**src/rtl/core/rc4d_ram.sv**
```systemverilog
// Generic single-write, single-read synchronous RAM with registered read.
// Standalone; width and depth come from parameters.

module rc4d_ram #(
    parameter int WIDTH = 8,
    parameter int DEPTH = 256
) (
    input  logic                     i_clk,
    input  logic                     i_we,
    input  logic [$clog2(DEPTH)-1:0] i_waddr,
    input  logic [WIDTH-1:0]         i_wdata,
    input  logic                     i_re,
    input  logic [$clog2(DEPTH)-1:0] i_raddr,
    output logic [WIDTH-1:0]         o_rdata
);

    logic [WIDTH-1:0] r_mem [DEPTH];
    logic [WIDTH-1:0] r_rdata;

    // Write port
    always_ff @(posedge i_clk) begin
        if (i_we) begin
            r_mem[i_waddr] <= i_wdata;
        end
    end

    // Read port, old data on a same-address collision
    always_ff @(posedge i_clk) begin
        if (i_re) begin
            r_rdata <= r_mem[i_raddr];
        end
    end

    assign o_rdata = r_rdata;

endmodule

```
**config.mk**
```make
export PLATFORM = sky130hd
export DESIGN_NAME = rc4d_ram
export DESIGN_NICKNAME = d
export VERILOG_FILES = /design/src/rtl/core/rc4d_ram.sv
export SDC_FILE = /design/constraint.sdc
export NUM_CORES = 2
export LEC_CHECK = 0
export BUFFER_PORTS_ARGS = -buffer_cell sky130_fd_sc_hd__buf_2
export CAP_MARGIN = 25
export CORE_AREA = 2 2 487 489
export DETAILED_ROUTE_END_ITERATION = 16
export DIE_AREA = 0 0 489 491
export PLACE_DENSITY_LB_ADDON = 0.12
export SETUP_SLACK_MARGIN = 0.02
export SYNTH_ARGS = -nofsm -noshare
export SYNTH_HDL_FRONTEND = slang
export SYNTH_SLANG_ARGS = --single-unit
```
**constraint.sdc**
```tcl
create_clock -name i_clk -period 5 [get_ports i_clk]
set_input_delay 0.5 -clock i_clk [delete_from_list [all_inputs] [get_ports i_clk]]
set_output_delay 0.5 -clock i_clk [all_outputs]
set_load 0.02 [all_outputs]
```
==> impl_metrics.csv <==
group,metric,value,unit
routing,wire_per_inst,31.3,µm
routing,via_per_inst,5.29,
worst_setup_path,required,5.56,ns
pwr,p_leak,0.0279,µW
timing,post-route-min-period,3.45,ns
timing,rsz0062_at_grt,"false",
routing,antenna_left,0,
floorplan,core_area,0.235,mm²
timing,slew-limit-headroom,26.0,%
placed_design,dp.cells,6882,
placed_design,io_buffers,34,
worst_setup_path,reg2reg_depth,6,
routing,dr.pass1.iters,5,
yosys,synth_cell_types,54,
worst_setup_path,r2r_end,"o_rdata[3]$_DFFE_PP_",
worst_setup_path,crit_start,"i_raddr[0]",
final_layout,nFillCells,21100,
yosys,syn_nets,3760,
yosys,synth-async-reset-ratio,0,%
yosys,synth_edf_count,2056,
routing,wl,228,mm
timing,worst_clock_skew,0.0398,ns
cts,clkSinkCount,2056,
grt,grt_start_max_net_pins,129,
yosys,synthCells,3733,
routing,drt_iter0_markers,3441,
worst_setup_path,critPathLaunchType,"input pin",
cts,cts_inserted_buffers,217,
yosys,ys_seq_elements,2056,
yosys,avgSynthCellArea,21.3,µm²
worst_setup_path,critical_path.max_fanout,30,
yosys,synth_seq_area_share,77.5,%
yosys,yosysTopAreaCellShare,77.5,%
worst_setup_path,critPathCapture,"o_rdata[0]$_DFFE_PP_",
cts,clkTransAtPathRegs,0.06,ns
timing,fin_hold_ws,0.148,ns
outcome,outcome,"finished, final reports clean",
cts,cts_buffer_depth,3,
flow_run,max-cap-violations,0,
floorplan,die_area,0.240,mm²
final_layout,layout-drive-gt1-share,24.4,%
yosys,yosys-top-cells-area,"edfxtp_1 (78%), mux4_2 (13%), mux2i_1 (1.7%)",
final_layout,utilization,38.9,%
grt,grt-ovfl-total,0,
yosys,synth-main-ff-cell,"edfxtp_1",
floorplan,dieHeight,491,µm
worst_setup_path,r2r_setup_slack,1.90,ns
worst_setup_path,critical_path_class,"in2reg",
yosys,synth.largest_area_cell,"edfxtp_1",
final_layout,nets,3980,
cts,ctsResizeCount,0,
worst_setup_path,r2r-start,"r_mem[83][3]$_DFFE_PP_",
pwr,p_per_area,400,mW/mm²
yosys,ys_warn_count,0,
timing,max_freq,290,MHz
timing,worstMarginPinSlew,1.11,ns
worst_hold_path,hp-class,"in2reg",
pwr,peakVddDrop,0.285,mV
floorplan,ios,35,
cts,hold_buffers,0,
final_layout,area.sequential,0.0617,mm²
grt,grt_pass1_vias,39500,
timing,min_period_over_period,68.9,%
placed_design,gp_congestion,0.789,
cts,tritoncts,"done",
timing,slew_viol_final,0,
routing,drc,0,
grt,track_usage,18.9,%
cts,clockRootBuffer,"clkbuf_16",
final_layout,stdcell_count,7275,
final_layout,multi_input_area,0.0165,mm²
pwr,total_power,36400,µW
yosys,syn-cell-area,0.0796,mm²
worst_setup_path,cp-end-kind,"flop",
final_layout,syn_to_final_growth,14.5,%
floorplan,num_rows,178,
timing,setup_viol,0,
placed_design,dp_hpwl,143,mm
worst_setup_path,worstPathArrival,4.01,ns
grt,antenna_found_initial,15,
floorplan,start_util,34.0,%
timing,setup_tns,0,ns
cts,postCtsSetupRepairBufs,0,
timing,final_hold_viol_count,0,
cts,insertion_delay,0.84,ns
cts,h-tree-depth,4,
floorplan,die_w,489,µm
grt,grt_pass1_wl,319,mm
routing,dr_total_vias,38500,
==> registers in the layout, summed over array words and instances, names as in the netlist <==
name	flops
r_mem	2048
o_rdata	8
==> synthesized netlist by cell type (all sizes together) (2+ instances only) <==
cell,n
or2,4
mux4,456
a21oi,96
nand3b,2
nor2b,31
o21ai,12
o32ai,5
a22oi,133
nand3,34
nor3,22
clkbuf,111
mux2i,134
a221oi,14
nor4,27
o221ai,47
a211oi,16
nand2b,8
nand4,10
a31oi,2
a22o,8
and2,6
a311oi,2
nand2,33
buf,122
and3b,2
nor2,282
edfxtp,2056
o211ai,10
o22ai,28
a2111oi,5
o22a,5
==> cell type report <==
cell class,count,share of cell area [%]
clock inverter,122,1.22
inverter,2,0.00823
clock buffer,266,6.20
tap,3150,4.32
timing repair buffer,234,2.39
antenna,3,0.00823
multi-input combinational,1442,18.1
sequential,2056,67.7
==> cell families (layout without fill, tap and decap cells) <==
family          count (synthesis)  count (layout)  synth area share [%]
compound gates                385             385                  3.42
mux                           591             591                  14.6
flops                        2056            2056                  77.5
other cells                     0               3                     0
simple gates                  466             466                  2.63
buf+inv                       235             624                  1.83
==> worst min path at each step <==
stage	from	endpoint	slack [ns]	cells after the start
2_1_floorplan	i_wdata[0]	r_mem[0][0]$_DFFE_PP_	0.60	0
3_3_place_gp	i_wdata[6]	r_mem[224][6]$_DFFE_PP_	1.02	1
3_5_place_dp	i_wdata[6]	r_mem[224][6]$_DFFE_PP_	1.02	1
4_1_cts	i_re	o_rdata[0]$_DFFE_PP_	0.10	1
5_1_grt	i_re	o_rdata[5]$_DFFE_PP_	0.11	1
6_report	i_wdata[6]	r_mem[200][6]$_DFFE_PP_	0.15	1
==> routing by layer <==
metal / track usage, % / part of all wire, % / vias up
li1: - / - / 16200
met1: 26.6 / 44 / 21100
met2: 31.2 / 50 / 947
met3: 2.43 / 4.0 / 275
met4: 3.89 / 1.8 / 2
met5: 0 / 0.0057 / -
==> placed cells by master, fill, tap and decap left out, drive strengths merged, types with 4 or more instances in the layout <==
cell | Yosys | layout
nand4 | 10 | 10
mux4 | 456 | 456
or2 | 4 | 4
a221oi | 14 | 14
o21ai | 12 | 12
nor2 | 282 | 282
nor4 | 27 | 27
a22oi | 133 | 133
and2 | 6 | 6
clkinv | 1 | 100
o22a | 5 | 5
bufinv | 0 | 17
edfxtp | 2056 | 2056
clkbuf | 111 | 266
nand3 | 34 | 34
o32ai | 5 | 5
nand2b | 8 | 8
nor2b | 31 | 31
nand2 | 33 | 33
inv | 1 | 4
a22o | 8 | 8
o211ai | 10 | 10
nor3 | 22 | 22
a2111oi | 5 | 5
buf | 122 | 234
a21oi | 96 | 96
mux2i | 134 | 134
a211oi | 16 | 16
o22ai | 28 | 28
o221ai | 47 | 47
==> where the power goes <==
group | leakage (µW) | switching (µW) | internal [µW]
registers | 0.0185 | 23.3 | 19000
clock network | 0.00330 | 6680 | 8860
logic | 0.00612 | 1240 | 617
==> stage by stage <==
step,cell area (µm²),setup WS [ns]
after detailed placement,84400,0.703
after global placement,84300,0.457
after global routing,91200,1.56
final,91200,1.55
after floorplan,79600,2.42
after CTS,91200,1.62
==> critical path, stage by stage <==
cell and delay [ns]:
buf_8 0.33, buf_12 0.28, buf_4 0.30, buf_12 0.26, mux4_2 0.54, a22oi_1 0.41
a21oi_1 0.13, nor4_1 0.82, buf_4 0.29, nor4_2 0.04
No activity file was read; power rests on OpenSTA's default activity.
