<file path="config.mk">
export PLATFORM = sky130hd
export DESIGN_NAME = rc4d_engine
export DESIGN_NICKNAME = d
export VERILOG_FILES = /design/src/rtl/core/rc4d_pkg.sv /design/src/rtl/core/rc4d_engine.sv
export SDC_FILE = /design/constraint.sdc
export NUM_CORES = 1
export LEC_CHECK = 0
export CORE_AREA = 8 8 96 185
export CTS_BUF_LIST = sky130_fd_sc_hd__clkbuf_4 sky130_fd_sc_hd__clkbuf_8 sky130_fd_sc_hd__clkbuf_16
export DETAILED_ROUTE_END_ITERATION = 8
export DIE_AREA = 0 0 104 193
export DONT_BUFFER_PORTS = 1
export PLACE_DENSITY = 0.71
export SYNTH_ARGS = -nofsm -noshare
export SYNTH_HDL_FRONTEND = slang
export SYNTH_SLANG_ARGS = --single-unit
</file>
<file path="constraint.sdc">
create_clock -name i_clk -period 3.55 [get_ports i_clk]
set_input_delay 0.1775 -clock i_clk [delete_from_list [all_inputs] [get_ports i_clk]]
set_output_delay 0.1775 -clock i_clk [all_outputs]
set_load 0.02 [all_outputs]
</file>
<file path="src/rtl/core/rc4d_pkg.sv">
// Shared types and constants for the RC4-drop stream cipher core.
// No dependencies; imported by every module of the core but rc4d_ram.

package rc4d_pkg;

    // S-box geometry
    localparam int STATE_SIZE = 256;
    localparam int IDX_W      = $clog2(STATE_SIZE);
    localparam int BYTE_W     = 8;

    // Configuration register widths
    localparam int DROP_W     = 8;
    localparam int KLEN_W     = 9;
    localparam int CFG_W      = 9;
    localparam int CFG_IDX_W  = 1;
    localparam int DROP_CNT_W = DROP_W + IDX_W;

    // Largest usable key length
    localparam logic [KLEN_W-1:0] KLEN_MAX = KLEN_W'(STATE_SIZE);
    localparam logic [IDX_W-1:0]  IDX_LAST = IDX_W'(STATE_SIZE - 1);

    // Register indexes on the configuration port
    localparam logic [CFG_IDX_W-1:0] CFG_DROP_BLOCKS = 1'b0;
    localparam logic [CFG_IDX_W-1:0] CFG_KEY_LENGTH  = 1'b1;

    // Request kinds on tuser
    localparam logic FUNC_KEY  = 1'b0;
    localparam logic FUNC_DATA = 1'b1;

    // Configuration as seen by the engine
    typedef struct packed {
        logic [DROP_W-1:0] drop_blocks;
        logic [KLEN_W-1:0] key_length;
    } t_cfg;

    // One port set of a byte-wide memory
    typedef struct packed {
        logic              wr_en;
        logic [IDX_W-1:0]  wr_addr;
        logic [BYTE_W-1:0] wr_data;
        logic              rd_en;
        logic [IDX_W-1:0]  rd_addr;
    } t_ram_req;

    // Result offered by the engine to the output register
    typedef struct packed {
        logic              valid;
        logic [BYTE_W-1:0] data;
        logic              not_keyed;
    } t_res;

endpackage

</file>
<file path="src/rtl/core/rc4d_engine.sv">
// Key load, key schedule, keystream drop and keystream generation sequencer.
// Depends on rc4d_pkg; drives the S-box and key memories held in the top level.

module rc4d_engine
    import rc4d_pkg::*;
(
    input  logic              i_clk,
    input  logic              i_rst_n,
    // input request
    input  logic              i_valid,
    output logic              o_ready,
    input  logic              i_func,
    input  logic [BYTE_W-1:0] i_byte,
    // configuration
    input  t_cfg              i_cfg,
    // memories
    output t_ram_req          o_sbox_req,
    input  logic [BYTE_W-1:0] i_sbox_rdata,
    output t_ram_req          o_key_req,
    input  logic [BYTE_W-1:0] i_key_rdata,
    // result
    output t_res              o_res,
    input  logic              i_res_free
);

    typedef enum logic [9:0] {
        ST_IDLE = 10'b00_0000_0001,
        ST_FILL = 10'b00_0000_0010,
        ST_KS1  = 10'b00_0000_0100,
        ST_KS2  = 10'b00_0000_1000,
        ST_KS3  = 10'b00_0001_0000,
        ST_KS4  = 10'b00_0010_0000,
        ST_PR1  = 10'b00_0100_0000,
        ST_PR2  = 10'b00_1000_0000,
        ST_PR3  = 10'b01_0000_0000,
        ST_PR4  = 10'b10_0000_0000
    } t_state;

    t_state                r_state, n_state;
    logic [IDX_W-1:0]      r_i, n_i;
    logic [IDX_W-1:0]      r_j, n_j;
    logic [IDX_W-1:0]      r_k, n_k;
    logic [KLEN_W-1:0]     r_len, n_len;
    logic [KLEN_W-1:0]     r_cnt, n_cnt;
    logic                  r_keyed, n_keyed;
    logic [DROP_CNT_W-1:0] r_drop_cnt, n_drop_cnt;
    logic [BYTE_W-1:0]     r_si, n_si;
    logic [BYTE_W-1:0]     r_byte, n_byte;
    logic                  r_pass, n_pass;
    logic                  r_drop, n_drop;
    logic                  r_fwd_en, n_fwd_en;
    logic [BYTE_W-1:0]     r_fwd_val, n_fwd_val;

    logic              accept;
    logic [KLEN_W-1:0] eff_len;
    logic [KLEN_W-1:0] cnt_base;
    logic [KLEN_W-1:0] cnt_inc;
    logic [KLEN_W-1:0] k_inc;
    logic [IDX_W-1:0]  j_ksa;
    logic [IDX_W-1:0]  j_prga;
    logic [IDX_W-1:0]  t_addr;
    logic [BYTE_W-1:0] ks;

    assign o_ready = (r_state == ST_IDLE);
    assign accept  = i_valid && o_ready;

    // Key length of zero or beyond the S-box size means a full-size key
    assign eff_len = ((i_cfg.key_length == '0) || (i_cfg.key_length > KLEN_MAX))
                     ? KLEN_MAX : i_cfg.key_length;

    // A key byte after keying restarts the load
    assign cnt_base = r_keyed ? '0 : r_cnt;
    assign cnt_inc  = cnt_base + KLEN_W'(1);
    assign k_inc    = {1'b0, r_k} + KLEN_W'(1);

    // Index arithmetic, all mod 256
    assign j_ksa  = r_j + i_sbox_rdata + i_key_rdata;
    assign j_prga = r_j + i_sbox_rdata;
    assign t_addr = r_si + i_sbox_rdata;

    // Keystream byte, with the swap forwarded past the read
    assign ks = r_fwd_en ? r_fwd_val : i_sbox_rdata;

    // Result request
    always_comb begin
        o_res.valid     = (r_state == ST_PR4) && !r_drop;
        o_res.data      = r_pass ? r_byte : (r_byte ^ ks);
        o_res.not_keyed = r_pass;
    end

    // Memory port control
    always_comb begin
        o_sbox_req = '0;
        o_key_req  = '0;
        case (r_state)
            ST_IDLE: begin
                if (accept && (i_func == FUNC_DATA) && r_keyed) begin
                    o_sbox_req.rd_en   = 1'b1;
                    o_sbox_req.rd_addr = r_i + IDX_W'(1);
                end
                if (accept && (i_func == FUNC_KEY)) begin
                    o_key_req.wr_en   = 1'b1;
                    o_key_req.wr_addr = cnt_base[IDX_W-1:0];
                    o_key_req.wr_data = i_byte;
                end
            end
            ST_FILL: begin
                o_sbox_req.wr_en   = 1'b1;
                o_sbox_req.wr_addr = r_i;
                o_sbox_req.wr_data = BYTE_W'(r_i);
            end
            ST_KS1: begin
                o_sbox_req.rd_en   = 1'b1;
                o_sbox_req.rd_addr = r_i;
                o_key_req.rd_en    = 1'b1;
                o_key_req.rd_addr  = r_k;
            end
            ST_KS2: begin
                o_sbox_req.rd_en   = 1'b1;
                o_sbox_req.rd_addr = j_ksa;
            end
            ST_KS3: begin
                o_sbox_req.wr_en   = 1'b1;
                o_sbox_req.wr_addr = r_i;
                o_sbox_req.wr_data = i_sbox_rdata;
            end
            ST_KS4: begin
                o_sbox_req.wr_en   = 1'b1;
                o_sbox_req.wr_addr = r_j;
                o_sbox_req.wr_data = r_si;
            end
            ST_PR1: begin
                o_sbox_req.rd_en   = 1'b1;
                o_sbox_req.rd_addr = r_i + IDX_W'(1);
            end
            ST_PR2: begin
                o_sbox_req.rd_en   = 1'b1;
                o_sbox_req.rd_addr = j_prga;
            end
            ST_PR3: begin
                o_sbox_req.wr_en   = 1'b1;
                o_sbox_req.wr_addr = r_i;
                o_sbox_req.wr_data = i_sbox_rdata;
                o_sbox_req.rd_en   = 1'b1;
                o_sbox_req.rd_addr = t_addr;
            end
            ST_PR4: begin
                o_sbox_req.wr_en   = !r_pass;
                o_sbox_req.wr_addr = r_j;
                o_sbox_req.wr_data = r_si;
            end
            default: begin
                o_sbox_req = '0;
            end
        endcase
    end

    // Sequencer next state
    always_comb begin
        n_state    = r_state;
        n_i        = r_i;
        n_j        = r_j;
        n_k        = r_k;
        n_len      = r_len;
        n_cnt      = r_cnt;
        n_keyed    = r_keyed;
        n_drop_cnt = r_drop_cnt;
        n_si       = r_si;
        n_byte     = r_byte;
        n_pass     = r_pass;
        n_drop     = r_drop;
        n_fwd_en   = r_fwd_en;
        n_fwd_val  = r_fwd_val;
        case (r_state)
            ST_IDLE: begin
                if (accept && (i_func == FUNC_KEY)) begin
                    n_keyed = 1'b0;
                    n_cnt   = cnt_inc;
                    if (cnt_inc >= eff_len) begin
                        n_len   = eff_len;
                        n_cnt   = '0;
                        n_i     = '0;
                        n_state = ST_FILL;
                    end
                end else if (accept) begin
                    n_byte = i_byte;
                    n_drop = 1'b0;
                    if (r_keyed) begin
                        n_i     = r_i + IDX_W'(1);
                        n_pass  = 1'b0;
                        n_state = ST_PR2;
                    end else begin
                        n_pass  = 1'b1;
                        n_state = ST_PR4;
                    end
                end
            end
            // S-box back to identity, one entry a cycle
            ST_FILL: begin
                n_i = r_i + IDX_W'(1);
                if (r_i == IDX_LAST) begin
                    n_j     = '0;
                    n_k     = '0;
                    n_state = ST_KS1;
                end
            end
            ST_KS1: begin
                n_state = ST_KS2;
            end
            ST_KS2: begin
                n_si    = i_sbox_rdata;
                n_j     = j_ksa;
                n_state = ST_KS3;
            end
            ST_KS3: begin
                n_state = ST_KS4;
            end
            // End of one schedule step: advance key index, wrap at key length
            ST_KS4: begin
                n_i     = r_i + IDX_W'(1);
                n_k     = (k_inc >= r_len) ? '0 : k_inc[IDX_W-1:0];
                n_state = ST_KS1;
                if (r_i == IDX_LAST) begin
                    n_i        = '0;
                    n_j        = '0;
                    n_drop_cnt = {i_cfg.drop_blocks, IDX_W'(0)};
                    if (i_cfg.drop_blocks == '0) begin
                        n_keyed = 1'b1;
                        n_state = ST_IDLE;
                    end else begin
                        n_drop  = 1'b1;
                        n_pass  = 1'b0;
                        n_state = ST_PR1;
                    end
                end
            end
            ST_PR1: begin
                n_i     = r_i + IDX_W'(1);
                n_state = ST_PR2;
            end
            ST_PR2: begin
                n_si    = i_sbox_rdata;
                n_j     = j_prga;
                n_state = ST_PR3;
            end
            // After the swap S[i] holds old S[j] and S[j] holds old S[i]
            ST_PR3: begin
                n_fwd_en  = (t_addr == r_j) || (t_addr == r_i);
                n_fwd_val = (t_addr == r_j) ? r_si : i_sbox_rdata;
                n_state   = ST_PR4;
            end
            ST_PR4: begin
                if (r_drop) begin
                    n_drop_cnt = r_drop_cnt - DROP_CNT_W'(1);
                    if (r_drop_cnt == DROP_CNT_W'(1)) begin
                        n_keyed = 1'b1;
                        n_drop  = 1'b0;
                        n_state = ST_IDLE;
                    end else begin
                        n_state = ST_PR1;
                    end
                end else if (i_res_free) begin
                    n_state = ST_IDLE;
                end
            end
            default: begin
                n_state = ST_IDLE;
            end
        endcase
    end

    // Control registers
    always_ff @(posedge i_clk) begin
        if (!i_rst_n) begin
            r_state    <= ST_IDLE;
            r_i        <= '0;
            r_j        <= '0;
            r_k        <= '0;
            r_len      <= KLEN_MAX;
            r_cnt      <= '0;
            r_keyed    <= 1'b0;
            r_drop_cnt <= '0;
            r_pass     <= 1'b0;
            r_drop     <= 1'b0;
            r_fwd_en   <= 1'b0;
        end else begin
            r_state    <= n_state;
            r_i        <= n_i;
            r_j        <= n_j;
            r_k        <= n_k;
            r_len      <= n_len;
            r_cnt      <= n_cnt;
            r_keyed    <= n_keyed;
            r_drop_cnt <= n_drop_cnt;
            r_pass     <= n_pass;
            r_drop     <= n_drop;
            r_fwd_en   <= n_fwd_en;
        end
    end

    // Payload registers
    always_ff @(posedge i_clk) begin
        r_si      <= n_si;
        r_byte    <= n_byte;
        r_fwd_val <= n_fwd_val;
    end

endmodule

</file>
==> reports/results.tsv <==
stage	metric	value	unit
floorplanning	# rows	65	
synth	Yosys Warn Count	0	
clocking	clock sink total	96	
timing	WHS	0.02890	ns
run_status	outcome	finished clean	
drt	total wire length	23710	um
clocking	root buffer cell	clkbuf_16	
worst_setup_path	CP endpoint	o_sbox_req[7]	
grt	vias in the first global route	7138	
synth	Post-synth EDFFs	24	
synth	Adder-Cell Fraction of Synth Area	0.08078	
timing	Slew @ Worst Pin	0.9904	ns
place	# port buffers	0	
clocking	Clock Path Buffers	2	
worst_setup_path	R2R setup slack	0.25	ns
synth	synthesized cell area	7714	um^2
floorplanning	die area	20070	um^2
hold_path	Hold Crit Start	i_rst_n	
synth	#FFs+latches synth	96	
worst_setup_path	top cell family by delay on the critical path	compound AO/OA/AOI/OAI gates	
clocking	Max H-tree Level	3	
grt	initial antenna violation count	0	
timing	Tmin final	3.482	ns
timing	Final Slew Violations	0	
synth	Simple-Gate Fraction of Synth Area	0.2641	
synth	Syn Inst Count	945	
worst_setup_path	r2r endpoint	r_i[5]$_SDFFE_PN0P_	
drt	ANT nets after route	0	
timing	Setup-failing EPs final	0	
worst_setup_path	WP buf/inv	1	
place	DP Area	8010	um^2
grt	largest net degree at the start of global routing	30	
worst_setup_path	cell depth of the worst setup path	13	
timing	f_max	287.2	MHz
grt	Overall Global Routing Usage	0.2336	
timing	slack of the critical path	0.06795	ns
final_layout	layout cells sized above 1	0.1084	
worst_setup_path	CP Class	reg -> out	
final_layout	Fillers	1423	
synth	largest family of logic cells by synthesized area	simple AND/OR/NAND/NOR gates	
clocking	CTS Buf Count	9	
floorplanning	Ports	109	
clocking	Worst-Skew Late Latency	0.35	ns
place	post-place setup slack	0.1470	ns
floorplanning	Initial Utilization	0.4992	
hold_path	hold path cells	2	
floorplanning	Die Y	193	um
power	Pwr per Cell Area	298.0	nW/um^2
floorplanning	Die Width	104	um
synth	xor/xnor share of the synthesized area	0.07656	
drt	drt pass-1 iters	5	
hold_path	hold crit path type	in -> reg	
timing	RSZ-0062 raised after global routing	true	
worst_setup_path	Largest stage delay, worst path	0.34	ns
clocking	TritonCTS clock tree	done	
worst_setup_path	R2R cell count	15	
job	Max Cap Viol	0	
synth	compound-gate portion of the synthesized area	0.2110	
grt	total grt overflow	0	
floorplanning	placeable core area	15450	um^2
power	Power, Total	0.002548	W
place	GPL Wtd Cong	0.9546	
drt	routed vias/inst	6.293	
timing	Clock Skews	0.01087	ns
synth	post-synth cell types	80	
worst_setup_path	CP Launch Type	flip-flop	
drt	via count	7300	
final_layout	area delta synth->final	10.84	%
drt	initial drt markers	619	
drt	wire per inst	20.44	um
synth	Synth Flop Type	dfxtp_1	
power	leakage power	3.388	nW
worst_setup_path	worst reg2reg path startpoint	r_keyed$_SDFFE_PN0P_	
worst_setup_path	crit-path max FO	5	
final_layout	Final Util	0.5533	
timing	Fin. Hold Viols	0	
synth	Net Count, Synth	1039	
place	hpwl dp	17500	um
final_layout	Final Cell Area	8549	um^2
worst_setup_path	Critical Path RT	3.37	ns
power	maximum VDD drop	0.0002479	V
grt	first-pass GRT wire length	38050	um
timing	period utilization	0.9809	
worst_setup_path	Most common cell on crit path	o41a_1	
final_layout	most common cell after layout, fill and taps aside	nor2_1	
worst_setup_path	worst path arrival time	3.30	ns
synth	Seq/Total Area, Yosys	0.2803	
synth	async set or reset register ratio after synthesis	0	
worst_setup_path	Crit-path slowest cell	dfxtp_2	
synth	mux contribution to synthesized area	0.03374	
worst_setup_path	Critical Path Start	r_j[0]$_SDFFE_PN0P_	
final_layout	most frequent cells in the layout	nor2_1 (83), nand2_1 (74), dfxtp_1 (70)	
final_layout	nets	1048	
synth	Syn Area/Cell	8.163	um^2
worst_setup_path	Crit. End Element	output pin	
timing	Slew headroom	0.3390	
final_layout	# diodes	0	
clocking	clk slew on worst S/H paths	0.07	ns
drt	DR DRC count	0	
worst_setup_path	worst-path cell chain	ha_2 > inv_1 > fa_2 > nor2b_1 > o21ai_1 > nand2_1 > xor2_2 > ha_4 > and4_1 > o41a_1 > o21a_1 > o41a_1 > nand3_2	
## worst reg2reg max path, stage by stage (launching register included)
cell and delay, ns:
dfxtp_1 0.37, nand2b_1 0.24, inv_1 0.11, ha_1 0.21, nand2_1 0.09, nor4_1 0.31, xnor2_1 0.16, nor2_1 0.07
ha_1 0.29, and4_1 0.22, o21a_1 0.13, a41oi_1 0.05, buf_4 0.18, a31o_2 0.28, nor2_1 0.33, a41o_1 0.22
## kinds of logic (layout without fill, tap and decap cells)
kind of cell	count (synthesis)	after routing
compound gates	231	231
xor+xnor	61	61
fa+ha+maj	48	48
buf+inv	100	114
flops	96	96
mux	25	25
simple gates	384	384
## synthesized netlist by cell type (18+ instances only)
cell / count / area [um^2]
edfxtp_1: 24 / 720.7
nor4_1: 18 / 112.6
nor3_1: 30 / 150.1
and2_1: 19 / 118.9
inv_1: 38 / 142.6
xor2_1: 26 / 227.7
ha_1: 45 / 563.0
xnor2_1: 31 / 271.5
o21ai_0: 46 / 230.2
nand3_1: 35 / 175.2
clkbuf_1: 49 / 183.9
dfxtp_1: 72 / 1441
and3_1: 27 / 168.9
a21oi_1: 50 / 250.2
nor2_1: 83 / 311.6
nand2_1: 74 / 277.8
## power by group
part	internal [W]	leakage, nW	switching (W)	total [W]
registers	0.00113	0.800	0.0000115	0.00114
logic	0.000159	2.45	0.000253	0.000412
clock network	0.000557	0.141	0.000435	0.000993
## state kept, by name, summed over array words and instances, names as in the netlist
name / count
r_byte: 8
r_state: 10
r_j: 8
r_k: 8
r_keyed: 1
r_pass: 1
r_drop_cnt: 16
r_fwd_val: 8
r_si: 8
r_drop: 1
r_len: 9
r_cnt: 9
r_i: 8
r_fwd_en: 1
## through the flow
step | setup TNS [ns] | instances
6_report | 0 | 1160
3_5_place_dp | 0 | 1124
2_1_floorplan | 0 | 945
3_3_place_gp | 0 | 1124
4_1_cts | 0 | 1159
5_1_grt | -0.08238 | 1160
## worst min-delay path by stage
stage / endpoint / slack (ns)
after floorplan: r_byte[0]$_DFFE_PP_ / 0.28
after global placement: r_byte[1]$_DFFE_PP_ / 0.28
after detailed placement: r_byte[0]$_DFFE_PP_ / 0.28
after CTS: r_fwd_en$_SDFFE_PN0P_ / 0.02
after global routing: r_k[4]$_SDFFE_PN0P_ / 0.04
final: r_fwd_en$_SDFFE_PN0P_ / 0.03
## metal layers
metal | up-vias | share of wire | track usage
met5 | - | 0 | 0
met4 | 0 | 0.029 | 0.08805
met3 | 44 | 0.093 | 0.06824
met2 | 340 | 0.48 | 0.3926
met1 | 3410 | 0.40 | 0.2758
li1 | 3506 | - | -
## layout make-up
class,count,area [um^2],share of cell area
flip-flops and latches,96,2165,0.2532
repair buffers,60,495.5,0.05795
clock buffers,10,232.7,0.02722
well taps,201,251.5,0.02942
inverters,38,142.6,0.01668
multi-input cells,749,5196,0.6078
clock inverters,6,66.31,0.007756
## timing repair
action,4_1_cts,5_1_grt
setup buffers,1,1
hold buffers,18,0
gates resized for setup,4,8
pin swaps,1,4
setup endpoints to repair,1,13
endpoints found under the hold margin,37,0
No activity file was read; power rests on OpenSTA's default activity.
